==> src/hdl/glw_pkg.sv <==
// Shared types, constants and helpers for the greedy line wrapper.
// No dependencies; every module of the block imports this package.
`default_nettype none
package glw_pkg;

   localparam int unsigned POS_W  = 16;
   localparam int unsigned COLS_W = 11;
   localparam int unsigned CP_W   = 21;
   localparam int unsigned LW_W   = 10;

   typedef logic [POS_W-1:0]  pos_type;
   typedef logic [COLS_W-1:0] cols_type;
   typedef logic [CP_W-1:0]   cp_type;
   typedef logic [LW_W-1:0]   lw_type;

   localparam pos_type  MAX_POSITION = 16'hFFFF;
   localparam cols_type COLS_MAX     = 11'd2047;
   localparam lw_type   LINE_WIDTH_RESET = 10'd80;

   // Character codes
   localparam cp_type CP_NUL     = 21'h00;
   localparam cp_type CP_MARKER  = 21'h19;
   localparam cp_type CP_NEWLINE = 21'h0A;
   localparam cp_type CP_SPACE   = 21'h20;
   localparam cp_type CP_U       = 21'h75;
   localparam cp_type CP_A       = 21'h61;
   localparam cp_type CP_I       = 21'h69;
   localparam cp_type CP_B       = 21'h62;
   localparam cp_type CP_O       = 21'h6F;
   localparam cp_type CP_BRACE   = 21'h7D;

   // Register map: index is csr_paddr[2]
   localparam int unsigned CSR_ADDR_W = 3;
   localparam int unsigned CSR_DATA_W = 32;
   localparam logic REG_LINE_WIDTH = 1'b0;

   typedef struct packed {
      pos_type  line_start;
      pos_type  line_end;
      logic     text_done;
      logic     run_last;
   } span_type;

   typedef struct packed {
      pos_type  char_position;
      pos_type  line_begin;
      pos_type  space_position;
      logic     space_seen;
      cols_type cols_before_space;
      cols_type line_columns;
      logic     in_marker;
      logic     text_stopped;
   } text_state_type;

   localparam text_state_type TEXT_CLEAR = '0;

   typedef struct packed {
      logic [1:0] count;
      span_type   first;
      span_type   second;
   } step_out_type;

   function automatic pos_type pos_inc(input pos_type p);
      return (p == MAX_POSITION) ? p : p + 16'd1;
   endfunction

endpackage
`default_nettype wire

==> src/hdl/greedy_line_wrapper.sv <==
// Greedy line wrapper top level: input word register, wrap step, span queue.
// A character word is taken into the input word register, and its spans are then written
// to the span queue, from which the first can leave; a second span of the same word follows.
// Throughput: one character per cycle; the input stalls while the span queue
// holds more than two spans, so a character that ends two lines always fits.
// Reset: synchronous; clears text state, queue and sets line_width to 80.
// Depends on glw_pkg, glw_step and glw_span_fifo.
`default_nettype none
module greedy_line_wrapper (
   input  var logic                                   clock,
   input  var logic                                   reset,
   // character words
   input  var logic                                   req_valid,
   output logic                                       req_stall,
   input  var glw_pkg::cp_type                        req_code_point,
   input  var logic [1:0]                             req_char_cols,
   input  var logic                                   req_last_char,
   // line spans
   output logic                                       rsp_valid,
   input  var logic                                   rsp_stall,
   output glw_pkg::pos_type                           rsp_line_start,
   output glw_pkg::pos_type                           rsp_line_end,
   output logic                                       rsp_text_done,
   output logic                                       rsp_run_last,
   // configuration
   input  var logic                                   csr_psel,
   input  var logic                                   csr_penable,
   input  var logic                                   csr_pwrite,
   input  var logic [glw_pkg::CSR_ADDR_W-1:0]         csr_paddr,
   input  var logic [glw_pkg::CSR_DATA_W-1:0]         csr_pwdata,
   output logic [glw_pkg::CSR_DATA_W-1:0]             csr_prdata,
   output logic                                       csr_pready
);
   import glw_pkg::*;

   lw_type         line_width_ff, line_width_in;
   logic           item_valid_ff, item_valid_in;
   cp_type         code_ff, code_in;
   logic [1:0]     cols_ff, cols_in;
   logic           last_ff, last_in;
   text_state_type text_ff, text_in;
   text_state_type text_next;
   step_out_type   step_res;
   span_type       head;
   logic           not_empty;
   logic           room_two;
   logic           pop;
   logic           process;
   logic           load;
   logic           csr_write;

   // ---- configuration ----
   assign csr_pready = 1'b1;
   assign csr_write  = csr_psel && csr_penable && csr_pwrite && csr_pready;

   always_comb begin
      line_width_in = line_width_ff;
      if (csr_write && csr_paddr[2] == REG_LINE_WIDTH) begin
         line_width_in = csr_pwdata[LW_W-1:0];
      end
   end

   always_comb begin
      unique case (csr_paddr[2])
         REG_LINE_WIDTH: csr_prdata = {{(CSR_DATA_W-LW_W){1'b0}}, line_width_ff};
         default:        csr_prdata = '0;
      endcase
   end

   // ---- input word register ----
   assign process   = item_valid_ff && room_two;
   assign req_stall = item_valid_ff && !room_two;
   assign load      = req_valid && !req_stall;

   always_comb begin
      item_valid_in = load ? 1'b1 : (process ? 1'b0 : item_valid_ff);
      code_in       = load ? req_code_point : code_ff;
      cols_in       = load ? req_char_cols  : cols_ff;
      last_in       = load ? req_last_char  : last_ff;
      text_in       = process ? text_next : text_ff;
   end

   always_ff @(posedge clock) begin
      if (reset) begin
         line_width_ff <= LINE_WIDTH_RESET;
         item_valid_ff <= 1'b0;
         text_ff       <= TEXT_CLEAR;
      end else begin
         line_width_ff <= line_width_in;
         item_valid_ff <= item_valid_in;
         text_ff       <= text_in;
      end
   end

   always_ff @(posedge clock) begin
      code_ff <= code_in;
      cols_ff <= cols_in;
      last_ff <= last_in;
   end

   glw_step u_step (
      .st         (text_ff),
      .code_point (code_ff),
      .char_cols  (cols_ff),
      .last_char  (last_ff),
      .line_width (line_width_ff),
      .st_next    (text_next),
      .res        (step_res)
   );

   // ---- span queue ----
   assign pop = not_empty && !rsp_stall;

   glw_span_fifo u_fifo (
      .clock       (clock),
      .reset       (reset),
      .push_count  (process ? step_res.count : 2'd0),
      .push_first  (step_res.first),
      .push_second (step_res.second),
      .pop         (pop),
      .head        (head),
      .not_empty   (not_empty),
      .room_two    (room_two)
   );

   assign rsp_valid      = not_empty;
   assign rsp_line_start = head.line_start;
   assign rsp_line_end   = head.line_end;
   assign rsp_text_done  = head.text_done;
   assign rsp_run_last   = head.run_last;

endmodule
`default_nettype wire

==> src/hdl/glw_step.sv <==
// Per-character wrap decision: next text state and up to two line spans.
// Purely combinational; depends on glw_pkg.
`default_nettype none
module glw_step (
   input  var glw_pkg::text_state_type st,
   input  var glw_pkg::cp_type         code_point,
   input  var logic [1:0]              char_cols,
   input  var logic                    last_char,
   input  var glw_pkg::lw_type         line_width,
   output glw_pkg::text_state_type     st_next,
   output glw_pkg::step_out_type       res
);
   import glw_pkg::*;

   always_comb begin
      text_state_type s;
      step_out_type   r;
      logic [11:0]    sum;
      logic [11:0]    drop;
      logic [11:0]    grown;
      logic           term;
      logic           emit_final;

      s          = st;
      r          = '0;
      emit_final = 1'b0;
      sum        = {1'b0, st.line_columns} + {10'b0, char_cols};
      drop       = {1'b0, st.cols_before_space} + 12'd1;
      grown      = '0;
      term       = (code_point == CP_U) || (code_point == CP_A) ||
                   (code_point == CP_I) || (code_point == CP_B) ||
                   (code_point == CP_O) || (code_point == CP_BRACE);

      if (st.text_stopped) begin
         // drop everything until the end of the text
         if (last_char) begin
            s = TEXT_CLEAR;
         end
      end else if (st.in_marker || code_point == CP_MARKER) begin
         s.in_marker     = !(st.in_marker && term);
         s.char_position = pos_inc(st.char_position);
         emit_final      = 1'b1;
      end else if (code_point == CP_NUL) begin
         r.count = 2'd1;
         r.first = '{line_start: st.line_begin, line_end: st.char_position,
                     text_done: 1'b1, run_last: 1'b0};
         if (last_char) begin
            s = TEXT_CLEAR;
         end else begin
            s.text_stopped = 1'b1;
         end
      end else if (code_point == CP_NEWLINE) begin
         s.char_position = pos_inc(st.char_position);
         r.count         = 2'd1;
         r.first = '{line_start: st.line_begin, line_end: s.char_position,
                     text_done: 1'b0, run_last: 1'b0};
         s.line_begin    = s.char_position;
         s.space_seen    = 1'b0;
         s.line_columns  = '0;
         emit_final      = 1'b1;
      end else begin
         if (sum > {2'b0, line_width}) begin
            r.count = 2'd1;
            if (st.space_seen) begin
               // cut at the last space; the space joins neither line
               r.first = '{line_start: st.line_begin, line_end: st.space_position,
                           text_done: 1'b0, run_last: 1'b0};
               s.line_begin   = pos_inc(st.space_position);
               s.space_seen   = 1'b0;
               s.line_columns = ({1'b0, st.line_columns} > drop) ?
                                st.line_columns - drop[COLS_W-1:0] : '0;
            end else begin
               r.first = '{line_start: st.line_begin, line_end: st.char_position,
                           text_done: 1'b0, run_last: 1'b0};
               s.line_begin   = st.char_position;
               s.line_columns = '0;
            end
         end
         if (code_point == CP_SPACE) begin
            s.space_position    = st.char_position;
            s.cols_before_space = s.line_columns;
            s.space_seen        = 1'b1;
         end
         grown = {1'b0, s.line_columns} + {10'b0, char_cols};
         s.line_columns  = (grown > {1'b0, COLS_MAX}) ? COLS_MAX : grown[COLS_W-1:0];
         s.char_position = pos_inc(st.char_position);
         emit_final      = 1'b1;
      end

      if (emit_final && last_char) begin
         if (r.count == 2'd0) begin
            r.first = '{line_start: s.line_begin, line_end: s.char_position,
                        text_done: 1'b1, run_last: 1'b0};
         end else begin
            r.second = '{line_start: s.line_begin, line_end: s.char_position,
                         text_done: 1'b1, run_last: 1'b0};
         end
         r.count = r.count + 2'd1;
         s       = TEXT_CLEAR;
      end

      // mark the last span of this character
      if (r.count == 2'd1) begin
         r.first.run_last = 1'b1;
      end else if (r.count == 2'd2) begin
         r.second.run_last = 1'b1;
      end

      st_next = s;
      res     = r;
   end

endmodule
`default_nettype wire

==> src/hdl/glw_span_fifo.sv <==
// Four-entry span queue that takes up to two spans per cycle and gives one.
// Depends on glw_pkg.
`default_nettype none
module glw_span_fifo (
   input  var logic               clock,
   input  var logic               reset,
   input  var logic [1:0]         push_count,
   input  var glw_pkg::span_type  push_first,
   input  var glw_pkg::span_type  push_second,
   input  var logic               pop,
   output glw_pkg::span_type      head,
   output logic                   not_empty,
   output logic                   room_two
);
   import glw_pkg::*;

   span_type   entry_ff [4];
   logic [1:0] rd_ptr_ff, rd_ptr_in;
   logic [1:0] wr_ptr_ff, wr_ptr_in;
   logic [2:0] count_ff, count_in;
   logic [1:0] wr_next;

   assign wr_next   = wr_ptr_ff + 2'd1;
   assign head      = entry_ff[rd_ptr_ff];
   assign not_empty = (count_ff != 3'd0);
   assign room_two  = (count_ff <= 3'd2);

   always_comb begin
      rd_ptr_in = pop ? rd_ptr_ff + 2'd1 : rd_ptr_ff;
      wr_ptr_in = wr_ptr_ff + push_count;
      count_in  = count_ff + {1'b0, push_count} - {2'b0, pop};
   end

   always_ff @(posedge clock) begin
      if (reset) begin
         rd_ptr_ff <= '0;
         wr_ptr_ff <= '0;
         count_ff  <= '0;
      end else begin
         rd_ptr_ff <= rd_ptr_in;
         wr_ptr_ff <= wr_ptr_in;
         count_ff  <= count_in;
      end
   end

   always_ff @(posedge clock) begin
      if (push_count != 2'd0) begin
         entry_ff[wr_ptr_ff] <= push_first;
      end
      if (push_count == 2'd2) begin
         entry_ff[wr_next] <= push_second;
      end
   end

endmodule
`default_nettype wire

==> config.mk <==
export PLATFORM = sky130hd
export DESIGN_NAME = greedy_line_wrapper
export DESIGN_NICKNAME = d
export VERILOG_FILES = /design/src/hdl/glw_pkg.sv /design/src/hdl/greedy_line_wrapper.sv /design/src/hdl/glw_step.sv /design/src/hdl/glw_span_fifo.sv
export SDC_FILE = /design/constraint.sdc
export NUM_CORES = 1
export LEC_CHECK = 0
export BUFFER_PORTS_ARGS = -buffer_cell sky130_fd_sc_hd__buf_2
export CAP_MARGIN = 40
export CORE_MARGIN = 1.5
export CORE_UTILIZATION = 50
export DETAILED_ROUTE_END_ITERATION = 8
export PLACE_DENSITY = 0.71
export SLEW_MARGIN = 20
export SYNTH_ARGS = -nofsm -noshare
export SYNTH_HDL_FRONTEND = slang
export SYNTH_SLANG_ARGS = --single-unit
==> constraint.sdc <==
create_clock -name clock -period 9.2 [get_ports clock]
set_input_delay 0.46 -clock clock [delete_from_list [all_inputs] [get_ports clock]]
set_output_delay 0.46 -clock clock [all_outputs]
set_load 0.01 [all_outputs]
After elaboration in Yosys (flattened, before gate mapping)
Memory sizes are Yosys's and may differ from the RTL's. A register that Yosys moved wholly into a read port is not among the register bits.
Cells that the tools add are included.
{"block": "op_classes", "muxes": 55, "order_cmp": 4, "n_shift": 0, "n_div": 0, "eq_ne": 18, "bitwise": 1, "add_sub_neg": 12, "n_reduce_logical": 31, "multipliers": 0}
{"cell": "$mux 73", "n": 3}
{"cell": "$eq 21x7->1 const B", "n": 6}
{"cell": "$mux 16", "n": 7}
{"cell": "$mux 11", "n": 10}
{"cell": "$mux 36", "n": 3}
{"cell": "$mux 72", "n": 1}
{"cell": "$mux 71", "n": 1}
{"cell": "$mux 35", "n": 2}
{"cell": "$mux 70", "n": 1}
{"cell": "$mux 34", "n": 2}
{"cell": "$mux 55", "n": 1}
{"cell": "$add 16x1->16 const B", "n": 2}
{"cell": "$eq 16x16->1 const B", "n": 2}
{"cell": "$mux 28", "n": 1}
{"cell": "$add 11x2->12", "n": 2}
{"cell": "$eq 21x4->1 const B", "n": 1}
{"cell": "$eq 21x5->1 const B", "n": 1}
{"cell": "$eq 21x6->1 const B", "n": 1}
{"cell": "$logic_not 21->1", "n": 1}
{"cell": "$mux 18", "n": 1}
{"cell": "$mux 1", "n": 17}
{"cell": "$add 11x1->12 const B", "n": 1}
{"cell": "$gt 11x12->1", "n": 1}
{"cell": "$gt 12x10->1", "n": 1}
{"cell": "other kinds (26)", "n": 52}
{"block": "totals", "memories": 1, "latchBits": 0, "output_inout_bits": 69, "in_bits": 66, "ramBits": 136, "reg_bits": 115, "elab_cells": 138, "mem_bits_ro": 0}
{"memory": "u_fifo.entry_ff", "words": 4, "word_bits": 34, "rd": 1, "rd_ports_with_merged_regs": 1, "write_ports": 2, "line": "glw_span_fifo.sv:17", "source": "span_type entry_ff [4];"}

Depth between registers and ports, before layout
Gate-level depths: netlist (run 1).
{"block": "logic_depth", "depth_word": 22, "mapped_depth": 26}

Cells and area by module
A second synthesis (run 1) with hierarchy kept.
{"block": "unflattened", "cells_unflattened": 1743, "hier_area_um2": 17324.1}
{"module": "glw_span_fifo", "instances": 1, "area_per_inst_um2": 7028.0, "seq_area_each_um2": 4264.1, "cells_per_inst": 375}
{"module": "glw_step", "instances": 1, "area_per_inst_um2": 5472.7, "seq_area_each_um2": 0.0, "cells_per_inst": 923}
{"module": "greedy_line_wrapper", "instances": 1, "area_per_inst_um2": 4823.4, "seq_area_each_um2": 2402.3, "cells_per_inst": 445}

Worst setup path after synthesis (run 1)
No wires, ideal clock.
{"block": "synth_path", "kind": "reg-to-reg", "from": "reg cols_ff[1]", "to": "mem u_fifo.entry_ff[3][0] (netlist bit), enable pin", "path_buffers": 2, "required_time_ps": 8725, "t_arrival_ps": 6356, "path_stages_with_launch": 20, "setup_slack_ps": 2370, "setup_time_ps": 475, "path_cell_list": "edfxtp_1 > ha_1 > a21o_1 > nand2_1 > nor2_1 > and3_1 > xor2_1 > ha_1 > a211oi_1 > o21ai_1 > nor2_1 > a211oi_1 > nor3_4 > a21oi_1 > clkbuf_1 > ha_1 > clkbuf_1 > nor2b_1 > a21oi_1 > nor3b_1"}
{"element": "start, declared", "line": "greedy_line_wrapper.sv:39", "source": "logic [1:0] cols_ff, cols_in;"}
{"element": "start signal, assigned", "line": "greedy_line_wrapper.sv:97", "source": "cols_ff <= cols_in;"}
{"element": "end, declared", "line": "glw_span_fifo.sv:17"}

Final worst setup path (run 1)
{"block": "layout_path", "from": "reg cols_ff[1]", "to": "reg text_ff[12] (netlist bit)"}
{"block": "layout_via", "elab_chain_cells": 15}
{"element": "$add 11x2->12", "line": "glw_step.sv:27", "source": "sum = {1'b0, st.line_columns} + {10'b0, char_cols};"}
{"element": "$gt 12x10->1", "line": "glw_step.sv:62", "source": "if (sum > {2'b0, line_width}) begin"}
{"element": "$mux 11", "line": "glw_step.sv:62"}
{"element": "$mux 11", "line": "glw_step.sv:52", "source": "end else if (code_point == CP_NEWLINE) begin"}
{"element": "$mux 11", "line": "glw_step.sv:43", "source": "end else if (code_point == CP_NUL) begin"}
{"element": "$mux 11", "line": "glw_step.sv:39", "source": "end else if (st.in_marker || code_point == CP_MARKER) begin"}
{"element": "$mux 11", "line": "glw_step.sv:34", "source": "if (st.text_stopped) begin"}
{"element": "$add 11x2->12 (*)", "line": "glw_step.sv:84", "source": "grown = {1'b0, s.line_columns} + {10'b0, char_cols};"}
{"element": "$gt 12x11->1", "line": "glw_step.sv:85", "source": "s.line_columns = (grown > {1'b0, COLS_MAX}) ? COLS_MAX : grown[COLS_W-1:0];"}
{"element": "$mux 11 (*)", "line": "glw_step.sv:85"}
{"element": "$mux 11 (*)", "line": "glw_step.sv:52"}
{"element": "$mux 71 (*)", "line": "glw_step.sv:43"}
{"element": "$mux 55 (*)", "line": "glw_step.sv:39"}
{"element": "$mux 73 (*)", "line": "glw_step.sv:34"}
{"element": "$mux 73 (*)", "line": "glw_step.sv:90", "source": "if (emit_final && last_char) begin"}
{"element": "end signal, assigned", "line": "greedy_line_wrapper.sv:91", "source": "text_ff <= text_in;"}
{"element": "end, declared", "line": "greedy_line_wrapper.sv:41", "source": "text_state_type text_ff, text_in;"}
Every way passes the cells marked *; elsewhere a longest branch is shown, timed or not. The select of a mux whose other input is x is not followed.
A chain may end at the register's enable or synchronous reset.

==> out/qor.csv, run 1 <==
stage,metric,value,unit
timing,Post-Route Skew,19.63,ps
routing,highest routed layer,met4,
grt,first-pass GRT wire length,67.43,mm
timing,worst-margin pin slew,976.5,ps
worst_setup_path,nature of the critical path startpoint,flop,
routing,met2 WL post-DR,20.00,mm
clocking,clock latency on the worst-skew pair,560,ps
grt,pin count of the biggest net entering global routing,63,
layout,fraction of layout cells with a size suffix above 1,14.81,%
yosys,cell count after synthesis,1596,
yosys,top-area cell type share of the netlist area,31.84,%
die,row count,63,
worst_setup_path,CP max FO,19,
clocking,CTS tree,built,
yosys,ys async rst share,0,%
routing,drt wl/cell,21.12,microns
worst_setup_path,critical setup path kind,flop to flop,
place,DP Area,0.01585,sq mm
place,dpl hpwl,31.07,mm
layout,synthesis-to-finish area growth,11.18,%
die,starting density of the core,50.92,%
place,number of port buffers,87,
timing,Final setup viols,0,
timing,setup TNS,0,ps
routing,post-route met1 wirelength,18.48,mm
clocking,H-tree depth,1,
pwr,maximum vdd drop,0.0001488,V
clocking,CTS Sinks,253,
routing,DRC,0,
timing,RSZ-0062 raised after global routing,no,
worst_setup_path,WP data required,9650,ps
layout,"commonest non-fill, non-tap cell in the layout",nor2_1,
yosys,number of synthesized register bits,253,
clocking,cts repair resizes,0,
yosys,ys flop type,edfxtp_1,
yosys,syn_area_per_cell,9.456,sq um
routing,Detail Route Antenna Nets,0,
routing,DR iter-0 viols,1409,
routing,Pre-Repair DR Iteration Count,6,
min_path,Hold Crit Class,primary input to flop,
yosys,most area-consuming cells after synthesis,"edfxtp_1, dfxtp_1, nor2_1",
yosys,Yosys top cell by area,edfxtp_1,
yosys,number of synthesized flops with an enable pin,160,
clocking,clock slew seen by the registers of the worst setup and hold paths,60,ps
die,I/O pin total,135,
timing,Max Freq,0.1654,GHz
layout,Layout fillers,2718,
layout,number of diodes,0,
routing,via count,12910,
pwr,P_leak,5.927,nW
pwr,total power,0.002865,W
grt,Overflow after GRT,0,
yosys,sequential share of the synthesized area,44.17,%
worst_setup_path,Setup crit end kind,flop,
die,DIE WIDTH,176.7,microns
pwr,Power Density,170.7,mW/mm^2
grt,initial antenna violation count,0,
die,Die H,176.7,microns
outcome,status,"finished, final reports clean",
clocking,hold buffer count at CTS,0,
yosys,Yosys Warn Count,0,
timing,Tcrit/Tclk final,65.72,%
job,maxcap violations,0,
routing,Detailed Route WL,43.32,mm
timing,Max-slew headroom,34.68,%
die,Core Footprint,0.02964,sq mm
routing,DR vias/cell,6.296,
clocking,clk root buf,clkbuf_16,
place,Final GP Congestion,0.9272,
yosys,Netlist cell types,86,
layout,Final Net Count,1742,
clocking,setup bufs post-CTS,0,
yosys,Post-Syn Area,0.01509,sq mm
timing,crit path time final,6047,ps
grt,GR Util All Layers,27.56,%
clocking,total CTS buffers,28,
timing,Hold WS,82.39,ps
worst_setup_path,crit path DAT,6490,ps
worst_setup_path,R2R setup slack,3150,ps
grt,vias in the first global route,12090,
layout,design area,0.01678,sq mm
clocking,maximum clock path buffer count,3,
timing,final hold violation count,0,
layout,most frequent cells in the layout,"nor2_1, edfxtp_1, a21oi_1, nand2_1, dfxtp_1",
routing,met3 WL,3.496,mm
timing,Final Slew Violations,0,
die,total die area,0.03124,sq mm
[sequential cells by signal (all words and copies together), names as in the netlist, named ones only]
register and flops:
cols_ff 2, line_width_ff 10, u_fifo.count_ff 3, u_fifo.wr_ptr_ff 2
code_ff 21, text_ff 73, item_valid_ff 1, last_ff 1
u_fifo.entry_ff 136, u_fifo.rd_ptr_ff 2
[worst max-delay path, cell delays in order, from the launching register on]
cell,delay [ps]
edfxtp_1,500
ha_1,340
a21o_1,150
nand2_1,160
nor2_1,100
and3_1,190
xor2_1,140
ha_1,320
a211oi_1,210
o21ai_1,130
nor2_1,150
a211o_1,620
nand2_2,530
o21ai_0,540
inv_1,120
fa_1,520
nor3_1,300
and3_1,210
o211ai_1,100
or3_1,350
a32o_1,250
[metal layers]
layer,GRT usage (%),vias up
met5,0,-
met4,10.10,0
met3,4.661,110
met2,43.74,647
met1,37.90,6149
li1,-,6008
[path summary, 6_finish.rpt]
check / start / to / depth (start not counted)
max: cols_ff[1]$_DFFE_PP_ / text_ff[12]$_SDFFE_PP0P_ / 20
min reg2reg: line_width_ff[1]$_SDFFE_PP0P_ / line_width_ff[1]$_SDFFE_PP0P_ / 2
min: req_code_point[8] / code_ff[8]$_DFFE_PP_ / 1
max reg2reg: cols_ff[1]$_DFFE_PP_ / text_ff[12]$_SDFFE_PP0P_ / 20
[layout make-up]
class	count	area, sq um	area share (%)
tap	390	488.0	2.908
clock inverter	15	157.7	0.9396
multi-input combinational	1192	7784	46.39
timing repair buffer	127	777.0	4.631
inverter	37	138.9	0.8277
sequential	253	6668	39.74
clock buffer	37	765.7	4.564
[where the power goes]
group          leakage, nW  switching (W)  internal [W]
clock network        0.436       0.000456      0.000667
logic                 3.29       0.000265      0.000210
registers             2.20      0.0000241       0.00124
total                 5.93       0.000745       0.00212
[cell families (layout without fill, tap and decap cells)]
logic type                 count (synthesis)  after routing  synth area share (%)
buffers and inverters                    172            216                 5.140
muxes                                     58             58                 6.748
and+or+nand+nor                          551            551                 17.21
DFF                                      253            253                 44.17
adders and majority gates                 37             37                 3.267
other                                      2             23               0.04976
xor gates and xnor gates                  59             59                 3.424
AOI/OAI and AO/OA                        464            464                 19.99
[metrics by stage]
stage	cells	util, %	setup slack [ps]
6_report	2051	56.61	3153
2_1_floorplan	1617	-	2370
3_5_place_dp	1998	53.47	3215
4_1_cts	2050	56.59	3204
5_1_grt	2051	56.61	2670
3_3_place_gp	1986	53.03	3287
[cells in the mapped netlist (6+ instances only)]
library cell,instances
a211oi_1,20
a21o_1,10
a21oi_1,147
a221oi_1,6
a22o_1,18
a22oi_1,45
a2bb2oi_1,10
a31oi_1,15
and2_1,15
and3_1,11
buf_1,10
buf_2,20
buf_4,26
clkbuf_1,78
dfxtp_1,93
edfxtp_1,160
ha_1,33
inv_1,35
mux2_2,9
mux2i_1,14
mux4_2,34
nand2_1,138
nand2b_1,8
nand3_1,49
nand4_1,19
nor2_1,214
nor2b_1,16
nor3_1,20
nor3b_1,6
nor4_1,6
o21ai_0,63
o21ai_1,23
o22ai_1,31
o2bb2ai_1,10
or2_2,6
or3_1,7
xnor2_1,26
xor2_1,33
Power figures use the tool's default switching activity.
==> inputs of run 2 (changes only) <==
- PLACE_DENSITY: 0.71 -> 0.74
- clock period: 9.2 -> 5.15 ns (I/O delays scaled with it)
==> run 2 against run 1 <==
Utilization rose by 2.2 points. Total power rose by 80%. Register-to-register slack got worse by 3000 ps. Non-clock buffer count rose by 71. Critical path type unchanged. Hold slack better by 42 ps. Via count rose by 3.0%. Clock-buffer cell count is 3 lower. Setup slack got worse by 3000 ps.
==> out/qor.csv, run 2 (same netlist as run 1, synthesis figures left out) <==
stage,metric,value,unit,change
outcome,status,"finished, final reports clean",,unchanged
grt,met1 global-route usage,40.20,%,was 37.90%
layout,most frequent cells in the layout,"nor2_1, edfxtp_1, a21oi_1, nand2_1, dfxtp_1",,unchanged
worst_setup_path,Setup crit end kind,flop,,unchanged
routing,drt wl/cell,21.80,microns,was 21.12 microns
clocking,CTS Sinks,253,,unchanged
pwr,Power Density,295.9,mW/mm^2,was 170.7 mW/mm^2
grt,gr busiest metal,met2,,unchanged
die,I/O pin total,135,,unchanged
routing,DRC,0,,unchanged
worst_setup_path,WP data required,5580,ps,was 9650 ps
layout,post-route insts no fill,2117,,was 2051
layout,fraction of layout cells with a size suffix above 1,16.85,%,was 14.81%
grt,pin count of the biggest net entering global routing,59,,was 63
grt,initial antenna violation count,0,,unchanged
grt,first-pass GRT wire length,71.59,mm,was 67.43 mm
grt,M3 GR Usage,5.069,%,was 4.661%
grt,met2 Resource Use GR,47.53,%,was 43.74%
layout,largest registers,"u_fifo.entry_ff x136, text_ff x73, code_ff x21",,unchanged
timing,worst-margin pin slew,838.9,ps,was 976.5 ps
clocking,CTS tree,built,,unchanged
layout,"commonest non-fill, non-tap cell in the layout",nor2_1,,unchanged
routing,Pre-Repair DR Iteration Count,6,,unchanged
timing,Tcrit/Tclk final,96.15,%,was 65.72%
die,row count,63,,unchanged
routing,via count,13300,,was 12910
worst_setup_path,CP max FO,11,,was 19
place,Final GP Congestion,0.9759,,was 0.9272
clocking,clock slew seen by the registers of the worst setup and hold paths,60,ps,about the same
timing,setup TNS,0,ps,unchanged
worst_setup_path,CP Cell Sequence,ha_1 > a21o_1 > nand2_1 > nor2_2 > and3_1 > xor2_1 > ha_1 > a211oi_1 > o21ai_1 > nor2b_2 > a211oi_2 > buf_12 > nor2_4 > or3_1 > o21ai_0 > inv_1 > fa_1 > buf_4 > nor3_1 > o211ai_1 > or3_1 > a32o_1,,was ha_1 > a21o_1 > nand2_1 > nor2_1 > and3_1 > xor2_1 > ha_1 > a211oi_1 > o21ai_1 > nor2_1 > a211o_1 > nand2_2 > o21ai_0 > inv_1 > fa_1 > nor3_1 > and3_1 > o211ai_1 > or3_1 > a32o_1
worst_setup_path,crit path DAT,5380,ps,was 6490 ps
layout,Final Net Count,1812,,was 1742
pwr,P_leak,6.257,nW,was 5.927 nW
grt,vias in the first global route,12750,,was 12090
layout,max reg flops,136,,unchanged
worst_setup_path,critical setup path kind,flop to flop,,unchanged
place,Placed Instances,2031,,was 1998
layout,Layout fillers,2594,,was 2718
worst_setup_path,CP max stage delay,460,ps,was 620 ps
timing,crit path time final,4952,ps,was 6047 ps
layout,Biggest register,u_fifo.entry_ff,,unchanged
routing,DR iter-0 viols,1793,,was 1409
place,DP Area,0.01610,sq mm,was 0.01585 sq mm
clocking,clk root buf,clkbuf_16,,unchanged
timing,final hold violation count,0,,unchanged
layout,Reg area,0.006668,sq mm,unchanged
clocking,maximum clock path buffer count,3,,unchanged
job,maxcap violations,0,,unchanged
die,total die area,0.03124,sq mm,unchanged
grt,Overflow after GRT,0,,unchanged
routing,Detail Route Antenna Nets,0,,unchanged
pwr,maximum vdd drop,0.0003187,V,was 0.0001488 V
clocking,clock latency on the worst-skew pair,550,ps,was 560 ps
layout,synthesis-to-finish area growth,15.45,%,was 11.18%
die,starting density of the core,50.92,%,unchanged
die,Die H,176.7,microns,unchanged
place,dpl hpwl,32.68,mm,was 31.07 mm
routing,Detailed Route WL,46.16,mm,was 43.32 mm
place,number of port buffers,87,,unchanged
grt,GR Util All Layers,29.61,%,was 27.56%
worst_setup_path,Worst path slowest cell,fa_1,,was a211o_1
clocking,total CTS buffers,27,,was 28
clocking,H-tree depth,1,,unchanged
timing,Post-Route Skew,17.91,ps,was 19.63 ps
timing,Final Slew Violations,0,,unchanged
layout,area occupied by multi-input gates,0.007838,sq mm,was 0.007784 sq mm
pwr,total power,0.005156,W,was 0.002865 W
timing,Max-slew headroom,42.47,%,was 34.68%
timing,Final setup viols,0,,unchanged
layout,number of diodes,0,,unchanged
routing,DR vias/cell,6.281,,was 6.296
worst_setup_path,nature of the critical path startpoint,flop,,unchanged
die,DIE WIDTH,176.7,microns,unchanged
min_path,Hold Crit Class,primary input to flop,,unchanged
layout,design area,0.01742,sq mm,was 0.01678 sq mm
clocking,setup bufs post-CTS,0,,unchanged
timing,Max Freq,0.2020,GHz,was 0.1654 GHz
die,Core Footprint,0.02964,sq mm,unchanged
## run 2: worst paths after layout
check                                                   start                               end  slack [ps]  cells past startpoint
worst min-delay path                                rsp_stall  u_fifo.rd_ptr_ff[0]$_SDFFE_PP0P_         120                      4
worst min register to register  line_width_ff[3]$_SDFFE_PP0P_     line_width_ff[3]$_SDFFE_PP0P_         450                      2
worst max-delay path                     cols_ff[1]$_DFFE_PP_          text_ff[12]$_SDFFE_PP0P_         200                     22
worst max register to register           cols_ff[1]$_DFFE_PP_          text_ff[12]$_SDFFE_PP0P_         200                     22
## run 2: routing by layer
layer	share of wire, %	vias to the layer above	routed length, microns
met2	47	733	21500
met3	9.2	101	4254
met4	3.1	0	1447
met5	0	-	0
li1	-	6142	-
met1	41	6320	18950
## run 2: through the flow
stage / hold WS (ps) / setup WS [ps] / utilization [%]
CTS: 109.8 / 51.72 / 58.56
floorplan: 356.4 / 29.35 / -
finish: 124.8 / 198.3 / 58.79
global placement: 434.0 / 189.6 / 54.09
detailed placement: 435.6 / 72.50 / 54.33
global route: 149.8 / -34.28 / 58.79
## run 2: cell type report
type                    count  share of cell area, %
inverters                  37                 0.7971
well taps                 390                  2.801
flip-flops and latches    253                  38.27
multi-input cells        1192                  44.98
clock buffers              34                  4.151
clock inverters            13                  1.034
repair buffers            198                  7.971
## run 2: what timing repair did
action | in CTS | in global routing
resized for setup | 0 | 12
hold buffers | 35 | 0
hold endpoints to repair | 35 | 0
endpoints found under the setup margin | 0 | 10
## run 2: critical path: cells and delay by family, from the launching register on
family / cells / cell delay, ps
DFF: 1 / 440
and+or+nand+nor: 8 / 1440
AOI/OAI and AO/OA: 7 / 1210
adders and majority gates: 3 / 1110
xor gates and xnor gates: 1 / 140
buffers and inverters: 3 / 470
## run 2: where the power goes
group	switching [W]	internal [W]
Combinational	0.000493	0.000397
Sequential	0.0000433	0.00222
Clock	0.000809	0.00119
==> inputs of run 3 (changes only) <==
- CORE_MARGIN: 1.5 -> not set
- PLACE_DENSITY: 0.74 -> 0.71
- clock period: 5.15 -> 5 ns (I/O delays scaled with it)
==> run 3 against run 2 <==
Clock-buffer cell count is 7 lower. Sequential power grew 4%. Die area down 1.1%. Clock skew is 12 ps higher. Combinational power rose by 2%. Flip-flop and latch count stayed put. Largest power group unchanged.
==> out/qor.csv, run 3 (same netlist as run 1, synthesis figures left out) <==
stage,metric,value,unit,change
grt,first-pass GRT wire length,71.60,mm,was 71.59 mm
layout,area occupied by multi-input gates,0.007883,sq mm,was 0.007838 sq mm
worst_setup_path,crit path DAT,5190,ps,was 5380 ps
grt,GR Util All Layers,29.70,%,was 29.61%
outcome,status,"finished, final reports clean",,unchanged
layout,Layout fillers,2559,,was 2594
routing,Detailed Route WL,45.87,mm,was 46.16 mm
pwr,Sw Pwr,0.001417,W,was 0.001346 W
timing,Max Freq,0.2107,GHz,was 0.2020 GHz
routing,Pre-Repair DR Iteration Count,6,,unchanged
routing,Detail Route Antenna Nets,0,,unchanged
clocking,clock slew seen by the registers of the worst setup and hold paths,70,ps,was 60 ps
min_path,Hold Crit Class,primary input to flop,,unchanged
layout,most frequent cells in the layout,"nor2_1, edfxtp_1, a21oi_1, nand2_1, dfxtp_1",,unchanged
timing,setup TNS,0,ps,unchanged
pwr,Pint,0.003953,W,was 0.003810 W
timing,Tcrit/Tclk final,94.92,%,was 96.15%
pwr,Sw Ratio,26.39,%,was 26.10%
worst_setup_path,reg2reg end,u_fifo.count_ff[2]$_SDFF_PP0_,,was text_ff[12]$_SDFFE_PP0P_
worst_setup_path,R2R setup slack,250,ps,was 200 ps
layout,Final Net Count,1808,,was 1812
worst_setup_path,WP buf/inv,3,,unchanged
min_path,Hold Path Stages,2,,was 4
worst_setup_path,CP max FO,10,,was 11
place,Final GP Congestion,0.9494,,was 0.9759
die,starting density of the core,50.92,%,unchanged
worst_setup_path,"most used cell, CP",ha_1,,
pwr,clock network fraction of design power,39.4,%,was 38.9%
routing,DRC,0,,unchanged
worst_setup_path,CP max stage delay,410,ps,was 460 ps
timing,Post-Route Skew,29.82,ps,was 17.91 ps
die,I/O pin total,135,,unchanged
routing,via count,13270,,was 13300
die,row count,63,,unchanged
place,dpl ws,65.96,ps,was 72.50 ps
pwr,P_leak,6.277,nW,was 6.257 nW
routing,DR vias/cell,6.272,,was 6.281
clocking,maximum clock path buffer count,3,,unchanged
worst_setup_path,Worst R2R Path Depth,24,,was 22
timing,worst-margin pin slew,930.7,ps,was 838.9 ps
pwr,total power,0.005370,W,was 0.005156 W
worst_setup_path,WP data required,5440,ps,was 5580 ps
timing,fin worst setup slack,254.1,ps,was 198.3 ps
grt,initial antenna violation count,1,,was 0
die,Die H,175.7,microns,was 176.7 microns
pwr,Power Density,306.9,mW/mm^2,was 295.9 mW/mm^2
clocking,total CTS buffers,27,,unchanged
die,total die area,0.03088,sq mm,was 0.03124 sq mm
clocking,CTS tree,built,,unchanged
grt,Overflow after GRT,0,,unchanged
timing,RSZ-0062 raised after global routing,yes,,
timing,Max-slew headroom,36.18,%,was 42.47%
clocking,H-tree depth,1,,unchanged
clocking,CTS Sinks,253,,unchanged
routing,drt wl/cell,21.68,microns,was 21.80 microns
layout,max reg flops,136,,unchanged
place,dpl hpwl,32.74,mm,was 32.68 mm
grt,vias in the first global route,12620,,was 12750
timing,Final setup viols,0,,unchanged
worst_setup_path,CP top delay family,adder cells,,was simple AND/OR/NAND/NOR gates
die,Core Footprint,0.02964,sq mm,unchanged
min_path,min-delay src,reset,,was rsp_stall
routing,DR iter-0 viols,1593,,was 1793
clocking,clk root buf,clkbuf_16,,unchanged
pwr,maximum vdd drop,0.0002642,V,was 0.0003187 V
min_path,Worst Hold Path EP,text_ff[15]$_SDFFE_PP0P_,,was u_fifo.rd_ptr_ff[0]$_SDFFE_PP0P_
pwr,combinational share of power,16.9,%,was 17.3%
layout,largest registers,"u_fifo.entry_ff x136, text_ff x73, code_ff x21",,unchanged
job,maxcap violations,0,,unchanged
die,DIE WIDTH,175.7,microns,was 176.7 microns
worst_setup_path,nature of the critical path startpoint,flop,,unchanged
layout,synthesis-to-finish area growth,15.92,%,was 15.45%
layout,"commonest non-fill, non-tap cell in the layout",nor2_1,,unchanged
worst_setup_path,CP Cell Sequence,ha_1 > a21o_1 > nand2_1 > nor2_2 > and3_1 > xor2_1 > ha_1 > a211oi_1 > o21ai_1 > nor2_1 > a211oi_2 > buf_6 > nor3_4 > a21oi_1 > ha_1 > nand2_2 > ha_1 > inv_1 > ha_1 > inv_1 > fa_1 > xnor2_2 > xnor2_1 > nor2_1,,was ha_1 > a21o_1 > nand2_1 > nor2_2 > and3_1 > xor2_1 > ha_1 > a211oi_1 > o21ai_1 > nor2b_2 > a211oi_2 > buf_12 > nor2_4 > or3_1 > o21ai_0 > inv_1 > fa_1 > buf_4 > nor3_1 > o211ai_1 > or3_1 > a32o_1
layout,post-route insts no fill,2116,,was 2117
timing,final hold violation count,0,,unchanged
place,Placed Instances,2031,,unchanged
timing,crit path time final,4746,ps,was 4952 ps
pwr,sequential cell fraction of total power,43.8,%,was 43.9%
worst_setup_path,Setup crit end kind,flop,,unchanged
layout,Reg area,0.006668,sq mm,unchanged
worst_setup_path,critical setup path kind,flop to flop,,unchanged
worst_setup_path,reg2reg start,cols_ff[1]$_DFFE_PP_,,unchanged
layout,number of diodes,0,,unchanged
layout,Biggest register,u_fifo.entry_ff,,unchanged
grt,pin count of the biggest net entering global routing,44,,was 59
worst_setup_path,Worst path slowest cell,fa_1,,unchanged
timing,Final Slew Violations,0,,unchanged
place,number of port buffers,87,,unchanged
clocking,clock latency on the worst-skew pair,570,ps,was 550 ps
layout,fraction of layout cells with a size suffix above 1,17.32,%,was 16.85%
[run 3: changes by cell type in the layout (fill, tap and decap cells not counted), sizes merged]
| cell | change |
|---|---|
| inv | -1 |
| bufinv | +1 |
| clkinvlp | +2 |
| clkinv | +8 |
| buf | -2 |
| clkbuf | -9 |
[run 3: final cells by class]
type | count | share of cell area, %
Clock inverter | 23 | 1.473
Tap cell | 390 | 2.789
Clock buffer | 27 | 3.862
Sequential cell | 253 | 38.11
Timing Repair Buffer | 194 | 7.910
Multi-Input combinational cell | 1192 | 45.06
Inverter | 37 | 0.7939
[run 3: through the flow]
step                      area (sq um)  hold slack, ps  utilization [%]
after global routing             17490           83.35            59.03
final                            17490           69.08            59.03
after detailed placement         16130           428.1            54.44
after floorplan                  15230           348.9                -
after CTS                        17420           57.51            58.77
after global placement           16020           426.1            54.04
[run 3: timing repair]
action,CTS,global route
endpoints found under the hold margin,35,0
endpoints found under the setup margin,0,39
buffers inserted,0,0
hold buffers,35,0
resized for setup,0,19
[run 3: power groups by stage]
stage / Clock, W / Sequential [W] / Combinational, W
CTS: 0.00214 / 0.00235 / 0.000896
floorplan: 0 / 0.00236 / 0.000626
finish: 0.00211 / 0.00235 / 0.000905
detailed placement: 0 / 0.00240 / 0.000873
global route: 0.00221 / 0.00236 / 0.000984
global placement: 0 / 0.00240 / 0.000845
[run 3: worst max path at each step]
stage                         startpoint                                to  slack [ps]  depth (start not counted)
finish              cols_ff[1]$_DFFE_PP_     u_fifo.count_ff[2]$_SDFF_PP0_         250                         24
global route        cols_ff[1]$_DFFE_PP_  u_fifo.entry_ff[0][20]$_DFFE_PP_         -50                         22
CTS                 cols_ff[1]$_DFFE_PP_          text_ff[12]$_SDFFE_PP0P_          40                         22
detailed placement  cols_ff[0]$_DFFE_PP_          text_ff[12]$_SDFFE_PP0P_          70                         21
global placement    cols_ff[0]$_DFFE_PP_          text_ff[12]$_SDFFE_PP0P_         120                         21
floorplan           cols_ff[1]$_DFFE_PP_          text_ff[12]$_SDFFE_PP0P_          10                         25
[run 3: layer usage]
| metal | vias to the layer above | track usage [%] | wire, microns |
|---|---|---|---|
| li1 | 6136 | - | - |
| met1 | 6366 | 41.13 | 19430 |
| met2 | 654 | 47.58 | 21280 |
| met3 | 114 | 4.545 | 3762 |
| met4 | 2 | 9.710 | 1382 |
| met5 | - | 0 | 13 |
